$ cat config.mk
export PLATFORM = sky130hd
export DESIGN_NAME = utf8_latin_fold_to_ascii_flat
export DESIGN_NICKNAME = d
export VERILOG_FILES = /design/src/hw/rtl/ulf_pkg.sv /design/src/hw/rtl/ulf_if.sv /design/src/hw/rtl/ulf_front.sv /design/src/hw/rtl/ulf_queue.sv /design/src/hw/rtl/ulf_back.sv /design/src/hw/rtl/utf8_latin_fold_to_ascii.sv /design/src/flat_wrapper.sv
export SDC_FILE = /design/constraint.sdc
export NUM_CORES = 1
export LEC_CHECK = 0
export ABC_AREA = 0
export BUFFER_PORTS_ARGS = -buffer_cell sky130_fd_sc_hd__buf_4
export CAP_MARGIN = 20
export CORE_UTILIZATION = 61
export DETAILED_ROUTE_END_ITERATION = 16
export PLACE_DENSITY_LB_ADDON = 0.05
export SLEW_MARGIN = 10
export SYNTH_ARGS = -nofsm -noshare
export SYNTH_HDL_FRONTEND = slang
export SYNTH_SLANG_ARGS = --single-unit
$ cat constraint.sdc
create_clock -name i_clk -period 5.6 [get_ports i_clk]
set_clock_uncertainty 0.1 [all_clocks]
set_input_delay 0.28 -clock i_clk [delete_from_list [all_inputs] [get_ports i_clk]]
set_output_delay 0.28 -clock i_clk [all_outputs]
set_load 0.005 [all_outputs]
$ cat src/hw/rtl/ulf_pkg.sv
// package with shared types, constants and the latin fold table
`timescale 1ns / 1ps

package ulf_pkg;

    localparam logic [7:0] C_MASK_LEAD3 = 8'hE0;
    localparam logic [7:0] C_LEAD2      = 8'hC0;
    localparam logic [7:0] C_CONT       = 8'h80;
    localparam logic [7:0] C_MASK_CONT  = 8'hC0;
    localparam logic [7:0] C_MASK_LEAD4 = 8'hF0;
    localparam logic [7:0] C_LEAD3      = 8'hE0;
    localparam logic [6:0] C_QMARK      = 7'h3F;
    localparam logic [6:0] C_APOS       = 7'h27;
    localparam logic [6:0] C_NUL        = 7'h00;
    localparam logic [1:0] C_SKIP_SHORT = 2'd2;
    localparam logic [1:0] C_SKIP_LONG  = 2'd3;

    // one queued entry: one or two characters from a single input byte
    typedef struct packed {
        logic       has_second;
        logic [6:0] first;
        logic [6:0] second;
    } t_desc;

    typedef struct packed {
        logic       hit;
        logic [6:0] first;
        logic [6:0] second;
    } t_fold;

    function automatic t_fold fold_lookup(input logic [10:0] cp);
        t_fold f;
        f = '{hit: 1'b1, first: C_QMARK, second: C_NUL};
        unique case (cp)
            11'h0E0, 11'h0E1: begin f.first = 7'h61; f.second = C_APOS; end
            11'h0E2:          begin f.first = 7'h61; end
            11'h0E8, 11'h0E9: begin f.first = 7'h65; f.second = C_APOS; end
            11'h0EA:          begin f.first = 7'h65; end
            11'h0EC, 11'h0ED: begin f.first = 7'h69; f.second = C_APOS; end
            11'h0EE:          begin f.first = 7'h69; end
            11'h0F2, 11'h0F3: begin f.first = 7'h6F; f.second = C_APOS; end
            11'h0F4:          begin f.first = 7'h6F; end
            11'h0F9, 11'h0FA: begin f.first = 7'h75; f.second = C_APOS; end
            11'h0FB:          begin f.first = 7'h75; end
            11'h0E7:          begin f.first = 7'h63; end
            11'h0F1:          begin f.first = 7'h6E; end
            11'h0C0:          begin f.first = 7'h41; f.second = C_APOS; end
            11'h0C8, 11'h0C9: begin f.first = 7'h45; f.second = C_APOS; end
            11'h0CC:          begin f.first = 7'h49; f.second = C_APOS; end
            11'h0D2:          begin f.first = 7'h4F; f.second = C_APOS; end
            11'h0D9:          begin f.first = 7'h55; f.second = C_APOS; end
            default:          begin f.hit = 1'b0; end
        endcase
        return f;
    endfunction

endpackage

$ cat src/hw/rtl/ulf_if.sv
// valid/ready channel interfaces for input bytes and output characters
`timescale 1ns / 1ps

interface ulf_in_if;
    logic       valid;
    logic       ready;
    logic [7:0] in_byte;

    modport source (output valid, output in_byte, input ready);
    modport sink   (input valid, input in_byte, output ready);
endinterface

interface ulf_out_if;
    logic       valid;
    logic       ready;
    logic [6:0] out_char;
    logic       run_last;

    modport source (output valid, output out_char, output run_last, input ready);
    modport sink   (input valid, input out_char, input run_last, output ready);
endinterface

$ cat src/hw/rtl/ulf_front.sv
// front end: accepts bytes, tracks utf-8 state, classifies into queue entries
`timescale 1ns / 1ps

module ulf_front (
    input  logic          i_clk,
    input  logic          i_rst_n,
    ulf_in_if.sink        i_in,
    input  logic          i_q_full,
    output logic          o_push,
    output ulf_pkg::t_desc o_desc
);
    import ulf_pkg::*;

    logic       r_lead_valid, n_lead_valid;
    logic [4:0] r_lead_payload, n_lead_payload;
    logic [1:0] r_skip_left, n_skip_left;
    logic       accept;
    logic       emit;
    t_desc      desc;
    t_fold      fold;
    logic [7:0] b;

    assign i_in.ready = !i_q_full;
    assign accept     = i_in.valid && i_in.ready;
    assign b          = i_in.in_byte;
    assign fold       = fold_lookup({r_lead_payload, b[5:0]});

    always_comb begin
        n_lead_valid   = r_lead_valid;
        n_lead_payload = r_lead_payload;
        n_skip_left    = r_skip_left;
        emit           = 1'b0;
        desc           = '{has_second: 1'b0, first: C_QMARK, second: C_NUL};
        priority if (b == 8'h00) begin
            emit           = 1'b1;
            desc.has_second = r_lead_valid;
            desc.first     = r_lead_valid ? C_QMARK : C_NUL;
            n_lead_valid   = 1'b0;
            n_lead_payload = '0;
            n_skip_left    = '0;
        end else if (r_skip_left != 2'd0) begin
            n_skip_left = r_skip_left - 2'd1;
        end else if (r_lead_valid) begin
            n_lead_valid   = 1'b0;
            n_lead_payload = '0;
            emit           = 1'b1;
            if ((b & C_MASK_CONT) == C_CONT) begin
                if (fold.hit) begin
                    desc.first      = fold.first;
                    desc.second     = fold.second;
                    desc.has_second = (fold.second != C_NUL);
                end
            end else begin
                n_skip_left = C_SKIP_SHORT;
            end
        end else if (b < C_CONT) begin
            emit       = 1'b1;
            desc.first = b[6:0];
        end else if ((b & C_MASK_LEAD3) == C_LEAD2) begin
            n_lead_valid   = 1'b1;
            n_lead_payload = b[4:0];
        end else begin
            emit        = 1'b1;
            n_skip_left = ((b & C_MASK_LEAD4) == C_LEAD3) ? C_SKIP_SHORT : C_SKIP_LONG;
        end
    end

    always_ff @(posedge i_clk) begin
        if (!i_rst_n) begin
            r_lead_valid   <= 1'b0;
            r_lead_payload <= '0;
            r_skip_left    <= '0;
        end else if (accept) begin
            r_lead_valid   <= n_lead_valid;
            r_lead_payload <= n_lead_payload;
            r_skip_left    <= n_skip_left;
        end
    end

    assign o_push = accept && emit;
    assign o_desc = desc;

    a_lead_skip_excl: assert property (@(posedge i_clk) disable iff (!i_rst_n)
        !(r_lead_valid && (r_skip_left != 2'd0)))
        else $error("lead held while skipping");

    a_term_clears: assert property (@(posedge i_clk) disable iff (!i_rst_n)
        (accept && (b == 8'h00)) |=> (!r_lead_valid && (r_skip_left == 2'd0)))
        else $error("terminator did not clear state");

    a_lead_captured: assert property (@(posedge i_clk) disable iff (!i_rst_n)
        (accept && !r_lead_valid && (r_skip_left == 2'd0)
            && ((b & C_MASK_LEAD3) == C_LEAD2)) |=> r_lead_valid)
        else $error("two-byte lead not held");
endmodule

$ cat src/hw/rtl/ulf_queue.sv
// short fifo of classified entries between front and back
`timescale 1ns / 1ps

module ulf_queue #(
    parameter int DEPTH = 4
) (
    input  logic           i_clk,
    input  logic           i_rst_n,
    input  logic           i_push,
    input  ulf_pkg::t_desc i_desc,
    input  logic           i_pop,
    output logic           o_full,
    output logic           o_valid,
    output ulf_pkg::t_desc o_desc
);
    import ulf_pkg::*;

    localparam int AW = (DEPTH > 1) ? $clog2(DEPTH) : 1;
    localparam int CW = $clog2(DEPTH + 1);
    localparam logic [AW-1:0] LAST = AW'(DEPTH - 1);

    t_desc          r_mem [DEPTH];
    logic [AW-1:0]  r_wr_ptr, r_rd_ptr;
    logic [CW-1:0]  r_count;
    logic           do_push, do_pop;

    assign o_full  = (r_count == CW'(DEPTH));
    assign o_valid = (r_count != '0);
    assign o_desc  = r_mem[r_rd_ptr];
    assign do_push = i_push && !o_full;
    assign do_pop  = i_pop && o_valid;

    always_ff @(posedge i_clk) begin
        if (do_push) begin
            r_mem[r_wr_ptr] <= i_desc;
        end
    end

    always_ff @(posedge i_clk) begin
        if (!i_rst_n) begin
            r_wr_ptr <= '0;
            r_rd_ptr <= '0;
            r_count  <= '0;
        end else begin
            if (do_push) begin
                r_wr_ptr <= (r_wr_ptr == LAST) ? '0 : r_wr_ptr + 1'b1;
            end
            if (do_pop) begin
                r_rd_ptr <= (r_rd_ptr == LAST) ? '0 : r_rd_ptr + 1'b1;
            end
            unique case ({do_push, do_pop})
                2'b10:   r_count <= r_count + 1'b1;
                2'b01:   r_count <= r_count - 1'b1;
                default: r_count <= r_count;
            endcase
        end
    end

    a_count_bound: assert property (@(posedge i_clk) disable iff (!i_rst_n)
        r_count <= CW'(DEPTH))
        else $error("queue count out of range");

    a_no_overflow: assert property (@(posedge i_clk) disable iff (!i_rst_n)
        !(i_push && o_full))
        else $error("push into full queue");

    a_no_underflow: assert property (@(posedge i_clk) disable iff (!i_rst_n)
        !(i_pop && !o_valid))
        else $error("pop from empty queue");
endmodule

$ cat src/hw/rtl/ulf_back.sv
// back end: expands queue entries into one character per transaction
`timescale 1ns / 1ps

module ulf_back (
    input  logic           i_clk,
    input  logic           i_rst_n,
    input  logic           i_q_valid,
    input  ulf_pkg::t_desc i_desc,
    output logic           o_pop,
    ulf_out_if.source      o_out
);
    import ulf_pkg::*;

    logic       r_valid;
    logic [6:0] r_char;
    logic       r_last;
    logic       r_phase;
    logic       load;
    logic       is_last;

    assign load    = (!r_valid || o_out.ready) && i_q_valid;
    assign is_last = r_phase || !i_desc.has_second;
    assign o_pop   = load && is_last;

    always_ff @(posedge i_clk) begin
        if (!i_rst_n) begin
            r_valid <= 1'b0;
            r_phase <= 1'b0;
        end else begin
            if (load) begin
                r_valid <= 1'b1;
                r_phase <= !is_last;
            end else if (o_out.ready) begin
                r_valid <= 1'b0;
            end
        end
    end

    always_ff @(posedge i_clk) begin
        if (load) begin
            r_char <= r_phase ? i_desc.second : i_desc.first;
            r_last <= is_last;
        end
    end

    assign o_out.valid    = r_valid;
    assign o_out.out_char = r_char;
    assign o_out.run_last = r_last;

    a_phase_has_head: assert property (@(posedge i_clk) disable iff (!i_rst_n)
        r_phase |-> i_q_valid)
        else $error("second character pending without queue entry");

    a_phase_after_first: assert property (@(posedge i_clk) disable iff (!i_rst_n)
        r_phase |-> (r_valid && !r_last))
        else $error("second phase without a first character shown");

    a_stall_holds: assert property (@(posedge i_clk) disable iff (!i_rst_n)
        (r_valid && !o_out.ready) |=> (r_valid && $stable(r_char) && $stable(r_last)))
        else $error("output register changed while stalled");
endmodule

$ cat src/hw/rtl/utf8_latin_fold_to_ascii.sv
// top level: utf-8 to ascii folder with decoupled front, queue and back
//
// usage:
//   i_in takes one utf-8 byte per transaction (in_byte); byte 0 ends a string.
//   o_out gives one ascii character per transaction (out_char) with run_last
//   set on the final character caused by an input byte. ascii bytes pass
//   through, two-byte latin letters fold to one or two characters, other
//   sequences give '?' and swallow their trailing bytes.
//   a byte that causes output is written into the queue and then loaded into
//   the output register. throughput: one byte per cycle in while the queue
//   is not full, and one character per cycle out while o_out.ready is high;
//   a byte that folds to two characters takes two output transactions, so the
//   sustained byte rate is set by the single output register. the
//   QUEUE_DEPTH-entry queue absorbs bursts between the sides.
//   reset: synchronous, active low; clears utf-8 state, queue and output.
//   stall: when o_out.ready is low the output register holds, the queue fills,
//   and i_in.ready drops once the queue is full.
`timescale 1ns / 1ps

module utf8_latin_fold_to_ascii #(
    parameter int QUEUE_DEPTH = 4
) (
    input  logic      i_clk,
    input  logic      i_rst_n,
    ulf_in_if.sink    i_in,
    ulf_out_if.source o_out
);
    import ulf_pkg::*;

    logic  q_full;
    logic  push;
    logic  pop;
    logic  q_valid;
    t_desc push_desc;
    t_desc head_desc;

    ulf_front u_front (
        .i_clk    (i_clk),
        .i_rst_n  (i_rst_n),
        .i_in     (i_in),
        .i_q_full (q_full),
        .o_push   (push),
        .o_desc   (push_desc)
    );

    ulf_queue #(
        .DEPTH (QUEUE_DEPTH)
    ) u_queue (
        .i_clk   (i_clk),
        .i_rst_n (i_rst_n),
        .i_push  (push),
        .i_desc  (push_desc),
        .i_pop   (pop),
        .o_full  (q_full),
        .o_valid (q_valid),
        .o_desc  (head_desc)
    );

    ulf_back u_back (
        .i_clk     (i_clk),
        .i_rst_n   (i_rst_n),
        .i_q_valid (q_valid),
        .i_desc    (head_desc),
        .o_pop     (pop),
        .o_out     (o_out)
    );
endmodule
$ cat src/flat_wrapper.sv
// flat-port wrapper written by rule: the top's interface ports become plain ports
module utf8_latin_fold_to_ascii_flat import ulf_pkg::*;
#(
    parameter int QUEUE_DEPTH = 4
)
  (i_clk, i_rst_n, i_in_valid, i_in_in_byte, i_in_ready, o_out_valid, o_out_out_char, o_out_run_last, o_out_ready);
  ulf_in_if i_in_i ();
  ulf_out_if o_out_i ();
  input  logic i_clk;
  input  logic i_rst_n;
  input wire logic [$bits(i_in_i.valid)-1:0] i_in_valid;
  input wire logic [$bits(i_in_i.in_byte)-1:0] i_in_in_byte;
  output wire logic [$bits(i_in_i.ready)-1:0] i_in_ready;
  output wire logic [$bits(o_out_i.valid)-1:0] o_out_valid;
  output wire logic [$bits(o_out_i.out_char)-1:0] o_out_out_char;
  output wire logic [$bits(o_out_i.run_last)-1:0] o_out_run_last;
  input wire logic [$bits(o_out_i.ready)-1:0] o_out_ready;
  assign i_in_i.valid = i_in_valid;
  assign i_in_i.in_byte = i_in_in_byte;
  assign i_in_ready = i_in_i.ready;
  assign o_out_valid = o_out_i.valid;
  assign o_out_out_char = o_out_i.out_char;
  assign o_out_run_last = o_out_i.run_last;
  assign o_out_i.ready = o_out_ready;
  utf8_latin_fold_to_ascii #(.QUEUE_DEPTH(QUEUE_DEPTH)) u_core (.i_clk(i_clk), .i_rst_n(i_rst_n), .i_in(i_in_i), .o_out(o_out_i));
endmodule
### Word-level counts from Yosys, hierarchy flattened

Memory sizes are Yosys's and may differ from the RTL's. A register that Yosys moved wholly into a read port is not among the register bits.
Index checks and enable logic that the tools add are counted.

| storage, ports and cells | value |
|---|---|
| bits in registers | 25 |
| memory bits (writable) | 60 |
| output and inout port bits | 10 |
| word-level logic and storage cells | 128 |
| memories kept | 1 |

| operators by class | value |
|---|---|
| $add $sub $neg | 5 |
| magnitude comparators | 1 |
| equality and inequality tests | 36 |
| muxes and demuxes | 45 |
| reduce and logical (&&, ||, !) cells | 30 |

Memories:

| name | depth | width | rd ports | clocked after memory_dff | wr ports | RTL line | source |
|---|---|---|---|---|---|---|---|
| u_core.u_queue.r_mem | 4 | 15 | 1 | 1 | 1 | ulf_queue.sv:22 | `t_desc r_mem [DEPTH];` |

Operator list:

| cell | number |
|---|---|
| $eq 11x8->1 const B | 23 |
| $pmux 7 s12 | 1 |
| $mux 15 | 3 |
| $mux 7 | 5 |
| $mux 5 | 5 |
| $reduce_or 23->1 | 1 |
| $mux 2 | 10 |
| $mux 1 | 17 |
| $reduce_or 16->1 | 1 |
| $reduce_or 3->1 | 5 |
| $mux 6 | 2 |
| $ne 4x4->1 const B | 3 |
| $eq 2x2->1 const B | 4 |
| $logic_not 8->1 | 1 |
| $lt 8x8->1 const B | 1 |
| $mux 8 | 1 |
| $reduce_and 4->1 | 2 |
| $reduce_bool 7->1 | 1 |
| $eq 3x3->1 const B | 2 |
| $logic_and 1x1->1 | 6 |
| $pmux 3 s2 | 1 |
| $reduce_bool 2->1 | 3 |
| $reduce_bool 3->1 | 2 |
| $add 2x1->2 const B | 2 |
| 11 further kinds | 15 |

### Depth between registers and ports, before layout

Gate-level depths: netlist of run 1.

| depth | value |
|---|---|
| word-level depth | 10 |
| depth in mapped cells | 12 |

### Hierarchy

From an unflattened synthesis of run 1, not the netlist that was laid out.

| second synthesis, totals | value |
|---|---|
| cell total of the unflattened synthesis | 328 |
| area total of the unflattened synthesis | 4,325.4 sq um |

Modules (own cells, without submodules):

| module | times used | cells each | area an instance (sq um) | sequential area each (sq um) |
|---|---|---|---|---|
| ulf_queue | 1 | 134 | 2,690.1 | 1,981.9 |
| ulf_front | 1 | 165 | 1,201.2 | 160.2 |
| ulf_back | 1 | 29 | 434.2 | 280.3 |

### Worst setup path after synthesis of run 1

No wires, ideal clock.

| timing | value |
|---|---|
| kind | register to register |
| start point | reg (tool-made name) |
| end point | reg u_core.u_queue.r_count[2] |
| library setup time | 0.076 ns |
| arrival | 2.513 ns |
| data required time | 5.424 ns |
| slack | 2.911 ns |
| stages on the path, launching flop included | 10 |
| clock period less this slack | 2.689 ns |
| cells stage by stage | dfxtp_1 > buf_2 > mux4_2 > a21oi_2 > ha_1 > inv_1 > fa_1 > xor2_1 > or3_1 > a21boi_0 |

RTL lines:

| item | RTL line | source |
|---|---|---|
| to (signal assigned) | ulf_queue.sv:52 | `2'b10: r_count <= r_count + 1'b1;` |
| to (signal assigned) | ulf_queue.sv:53 | `2'b01: r_count <= r_count - 1'b1;` |
| to (signal assigned) | ulf_queue.sv:54 | `default: r_count <= r_count;` |
| to (decl) | ulf_queue.sv:24 | `logic [CW-1:0] r_count;` |

==> impl_metrics.tcl, run 1 <==
set metrics [dict create \
    drt_iter0_drc 96 \
    die-area_um2 5660 \
    cellLeakagePower_nw 1.30 \
    drive_gt1_share_pct 17.6 \
    crit_slowest_cell "dfxtp_1" \
    synth_edf_count 44 \
    finalNonFillerCells 377 \
    wl_per_cell_um 15.6 \
    clk_pin_slew_worst_paths_ns 0.07 \
    io_buffers 21 \
    reg2reg_slack_ns 2.53 \
    dpl.hpwl_um 4130 \
    setup-tns-final_ns 0 \
    layout_min_cycle_time_ns 3.07 \
    final_cell_mix "44 x edfxtp_1, 25 x nand2_1, 21 x buf_4" \
    final_max_slew_viol_count 0 \
    grt_pass1_wl_um 9710 \
    async_flop_share_pct 0 \
    holdBufCountCts 0 \
    htreeDepth 3 \
    end_kind "flop" \
    initial_core_util_pct 63.6 \
    worstMarginPinSlew_ns 0.769 \
    io_pins 22 \
    arrival_ns 3.22 \
    nets 322 \
    met2_length_um 2910 \
    antenna_cells 0 \
    yosysWarnings 0 \
    viasPerCell 5.90 \
    root_buffer "clkbuf_8" \
    post_cts_buffers 0 \
    wl_um 5890 \
    numClockSinks 63 \
    startpoint_type "flop" \
    layout_commonest_cell "edfxtp_1" \
    rsz0062_at_grt "false" \
    antenna_found_initial 0 \
    crit_family "flip-flops" \
    synth_fp_nets 307 \
    hold_viol_final 0 \
    regArea_um2 1700 \
    grt_max_degree 20 \
    grt_util_all_layers_pct 23.7 \
    multi_input_area_um2 1420 \
    critPathMaxFanout 9 \
    synthCells 287 \
    area_growth_syn_to_layout_pct 11.5 \
    syn_area_um2 3270 \
    cts_resized 0 \
    fp.dieH_um 75.2 \
    overflow 0 \
    required_ns 5.76 \
    crit_type "flop to flop" \
    ys_types 59 \
    status "finished clean" \
    clockBufferDepth 2 \
    vias 2226 \
    synth_area_per_cell_um2 11.4 \
    powerDensity_nw_per_um2 424 \
    gp_congestion 0.963 \
    dieWidth_um 75.2 \
    highest_layer "met4" \
    numCtsBuffers 9 \
    met3_length_um 236 \
    placed_cells 361 \
    slowest_delay_ns 0.71 \
    dr.pass1.iters 4 \
    path_cells "mux4_2, a21oi_2, ha_1, inv_1, fa_1, xor2_1, or3_1, a21boi_0" \
    drc 0 \
    synth_top_flop_cell "edfxtp_1" \
    fp.coreArea_um2 5140 \
    relSlewSlack_pct 48.3 \
    ys_seq_area_share_pct 52.0 \
    grt_pass1_vias 2067 \
    hold_path.class "input pin to flop" \
    cap_viol_max_count 0 \
    timing.fmax_mhz 326 \
    cts_tree "done" \
    worst-path-buf-inv 1 \
    synth_seq_cells 63 \
    ant_nets 0 \
    setup_viol 0 \
    fillers 400 \
    vdd_drop_max_uv 233 \
    finalCritPeriodShare_pct 54.8 \
    wl_met1_um 2650 \
    core.rowCount 26 \
    clock_latency_ns 0.33 \
]
## state kept, by name (all words and copies together) (netlist names), 2 cells and up, named ones only
signal and cells:
u_core.u_queue.r_rd_ptr 2, u_core.u_queue.r_count 3, u_core.u_front.r_skip_left 2, u_core.u_front.r_lead_payload 5, u_core.u_queue.r_wr_ptr 2, u_core.u_queue.r_mem 36
u_core.u_back.o_out.out_char 7
## where the power goes
part           leakage, nW  switching, W  total [W]  internal (W)
clock network        0.110      0.000162   0.000401      0.000239
registers            0.544     0.0000505   0.000689      0.000639
logic                0.648      0.000244   0.000457      0.000213
## metrics by stage
step	total power (W)	hold slack, ns	instance area [µm²]	setup WS [ns]	util, %
detailed placement	0.00116	0.343	3430	2.50	66.7
global placement	0.00115	0.339	3430	2.61	66.7
finish	0.00155	0.112	3640	2.53	70.9
global route	0.00165	0.141	3640	2.30	70.9
CTS	0.00156	0.0980	3640	2.48	70.9
floorplan	0.00102	0.308	3270	2.91	-
## synth_stat cells (4+ instances only)
| master | instances | area, µm² |
|---|---|---|
| clkbuf_1 | 5 | 18.8 |
| nor3_1 | 4 | 20.0 |
| a21oi_1 | 14 | 70.1 |
| mux4_2 | 9 | 203 |
| buf_2 | 10 | 50.1 |
| nand2_1 | 25 | 93.8 |
| and3_1 | 5 | 31.3 |
| edfxtp_1 | 44 | 1320 |
| a22oi_1 | 6 | 45.0 |
| o21ai_0 | 15 | 75.1 |
| dfxtp_1 | 19 | 380 |
| nand2b_1 | 6 | 37.5 |
| ha_1 | 7 | 87.6 |
| and2_1 | 10 | 62.6 |
| mux2i_1 | 7 | 70.1 |
| inv_1 | 17 | 63.8 |
| nor2_1 | 8 | 30.0 |
| nor2b_1 | 16 | 100 |
## cell families (layout without fill, tap and decap cells)
| logic type | after synthesis | after routing | share of synthesized area, % |
|---|---|---|---|
| and+or+nand+nor | 92 | 92 | 16.0 |
| adders and majority gates | 8 | 8 | 3.29 |
| buffers and inverters | 35 | 55 | 4.63 |
| xor gates and xnor gates | 3 | 3 | 0.804 |
| muxes | 16 | 16 | 8.34 |
| DFF | 63 | 63 | 52.0 |
| AOI/OAI and AO/OA | 70 | 70 | 14.8 |
## worst min-delay path: cells and delay by family
family | cells | cell delay (ns)
compound gates | 1 | 0.06
buf+inv | 2 | 0.11
simple gates | 1 | 0.04
## metal layers
metal / up-vias / global-route usage [%]
li1: 1100 / -
met1: 1049 / 30.4
met3: 11 / 6.16
met4: 0 / 8.23
met5: - / 0
met2: 66 / 39.2
## final timing paths
| kind | start | cells past startpoint | to |
|---|---|---|---|
| hold / removal | o_out_ready | 4 | u_core.u_back.o_out.valid |
| hold reg to reg | u_core.u_front.r_skip_left[1] | 2 | u_core.u_front.r_skip_left[1] |
| setup / recovery | flop | 8 | u_core.u_queue.r_count[2] |
| setup reg to reg | flop | 8 | u_core.u_queue.r_count[2] |
## cell type report
type                    count  share of cell area, %
clock buffers              15                   5.73
clock inverters             1                  0.137
inverters                  18                   1.85
multi-input cells         189                   38.9
flip-flops and latches     63                   46.7
well taps                  70                   2.40
repair buffers             21                   4.33
Note: power is estimated with default switching activity, not from simulation.
==> run 2: changes to the inputs <==
--- a/config.mk
+++ b/config.mk
@@ -8,7 +8,7 @@
 export ABC_AREA = 0
 export BUFFER_PORTS_ARGS = -buffer_cell sky130_fd_sc_hd__buf_4
 export CAP_MARGIN = 20
-export CORE_UTILIZATION = 61
+export CORE_UTILIZATION = 60
 export DETAILED_ROUTE_END_ITERATION = 16
 export PLACE_DENSITY_LB_ADDON = 0.05
 export SLEW_MARGIN = 10
==> constraint.sdc (replaced) <==
create_clock -name i_clk -period 3.22 [get_ports i_clk]
set_clock_uncertainty 0.1 [all_clocks]
set_input_delay 0.161 -clock i_clk [delete_from_list [all_inputs] [get_ports i_clk]]
set_output_delay 0.161 -clock i_clk [all_outputs]
set_load 0.005 [all_outputs]
==> run 2 against run 1 <==
Compared with the run above: first-iteration DRC count rose by 2.1%; clock-buffer cell count fell by 3; sequential share of layout area fell by 0.14 points; clock power rose by 63%; worst hold slack got worse by 0.044 ns; non-clock buffer count rose by 4; fmax rose by 16%; critical path type unchanged; highest routed layer unchanged.
==> impl_metrics.tcl, run 2 (same netlist as run 1, synthesis figures left out) <==
set metrics [dict create \
    status "finished clean" \
    io_buffers 21 \
    critPathMaxFanout 13 \
    io_pins 22 \
    timing.fmax_mhz 379 \
    vdd_drop_max_uv 416 \
    finalCritPeriodShare_pct 82.0 \
    grt_max_degree 20 \
    fp.dieH_um 75.8 \
    cts_resized 0 \
    largest_register_ffs 36 \
    layout_min_cycle_time_ns 2.64 \
    area_growth_syn_to_layout_pct 11.8 \
    vias 2269 \
    fp.coreArea_um2 5170 \
    drc 0 \
    setup_viol 0 \
    die-area_um2 5750 \
    numClockSinks 63 \
    startpoint_type "flop" \
    wl_per_cell_um 16.1 \
    grt_pass1_vias 2059 \
    clk_pin_slew_worst_paths_ns 0.07 \
    viasPerCell 5.96 \
    overflow 0 \
    final_max_slew_viol_count 0 \
    grt_pass1_wl_um 9950 \
    core.rowCount 26 \
    setup-tns-final_ns 0 \
    clockBufferDepth 2 \
    gp_congestion 0.862 \
    dieWidth_um 75.8 \
    layout_commonest_cell "edfxtp_1" \
    required_ns 3.38 \
    htreeDepth 3 \
    top_register "u_core.u_queue.r_mem" \
    post_cts_buffers 0 \
    cts_tree "done" \
    nets 326 \
    drt_iter0_drc 98 \
    hold_viol_final 0 \
    dpl.hpwl_um 4170 \
    finalNonFillerCells 381 \
    relSlewSlack_pct 57.4 \
    ant_nets 0 \
    initial_core_util_pct 63.2 \
    placed_cells 364 \
    dr.pass1.iters 4 \
    root_buffer "clkbuf_8" \
    clock_latency_ns 0.33 \
    grt_util_all_layers_pct 24.3 \
    end_kind "flop" \
    final_cell_mix "44 x edfxtp_1, 25 x nand2_1, 24 x buf_4" \
    crit_type "flop to flop" \
    cap_viol_max_count 0 \
    rsz0062_at_grt "false" \
    antenna_cells 0 \
    wl_um 6140 \
    antenna_found_initial 0 \
    arrival_ns 2.80 \
    numCtsBuffers 9 \
    drive_gt1_share_pct 18.6 \
    hold_path.class "input pin to flop" \
    worstMarginPinSlew_ns 0.634 \
    cellLeakagePower_nw 1.31 \
    powerDensity_nw_per_um2 728 \
]
[run 2: cell count changes in the layout (fill, tap and decap cells not counted), sizes merged]
| cell | before | now |
|---|---|---|
| inv | 17 | 18 |
| clkinvlp | 0 | 2 |
| clkbuf | 15 | 12 |
| buf | 21 | 24 |
| dlygate4sd3 | 0 | 1 |
[run 2: path summary, 6_finish.rpt]
kind                                        end                     startpoint  slack, ns  cells after the start
setup / recovery      u_core.u_queue.r_count[2]  u_core.u_front.r_skip_left[0]       0.58                     11
hold / removal    u_core.u_front.r_skip_left[0]                        i_rst_n       0.07                      2
setup reg to reg      u_core.u_queue.r_count[2]  u_core.u_front.r_skip_left[0]       0.58                     11
hold reg to reg   u_core.u_front.r_skip_left[1]  u_core.u_front.r_skip_left[1]       0.35                      2
[run 2: layout make-up]
type,instances,area [µm²]
sequential,63,1700
fill,396,1520
multi-input combinational,189,1420
timing repair buffer,25,190
clock buffer,12,166
tap,70,87.6
inverter,18,67.6
clock inverter,4,26.3
[run 2: timing repair]
action | 4_1_cts | 5_1_grt
hold endpoints to repair | 1 | 0
setup endpoints to repair | 0 | 0
hold buffers | 1 | 0
[run 2: report_power, final]
group | switching (W) | internal, W | total, W
registers | 0.0000695 | 0.00111 | 0.00118
logic | 0.000450 | 0.000379 | 0.000829
clock network | 0.000306 | 0.000347 | 0.000652
[run 2: worst max-delay path, stage by stage, from the launching register on]
cell,delay [ns]
dfxtp_1,0.32
inv_1,0.06
ha_1,0.38
o21ai_0,0.15
a21oi_1,0.45
inv_1,0.10
ha_1,0.24
inv_1,0.07
fa_1,0.17
xor2_1,0.08
or3_1,0.30
a21boi_0,0.16
[run 2: layer usage]
layer	global-route usage, %	up-vias	part of all wire, %
met5	0	-	0
met4	8.85	0	1.3
met3	5.95	7	4.0
met2	39.0	51	49
met1	32.0	1103	45
li1	-	1108	-
[run 2: metrics by stage]
step	instance area [µm²]	hold slack [ns]	setup WS [ns]	power, W	util, %
after floorplan	3270	0.189	0.531	0.00177	-
after global placement	3450	0.332	0.660	0.00201	66.8
after detailed placement	3450	0.338	0.578	0.00203	66.8
after CTS	3660	0.0601	0.554	0.00268	70.7
after global routing	3660	0.0564	0.310	0.00284	70.7
final	3660	0.0681	0.578	0.00266	70.7
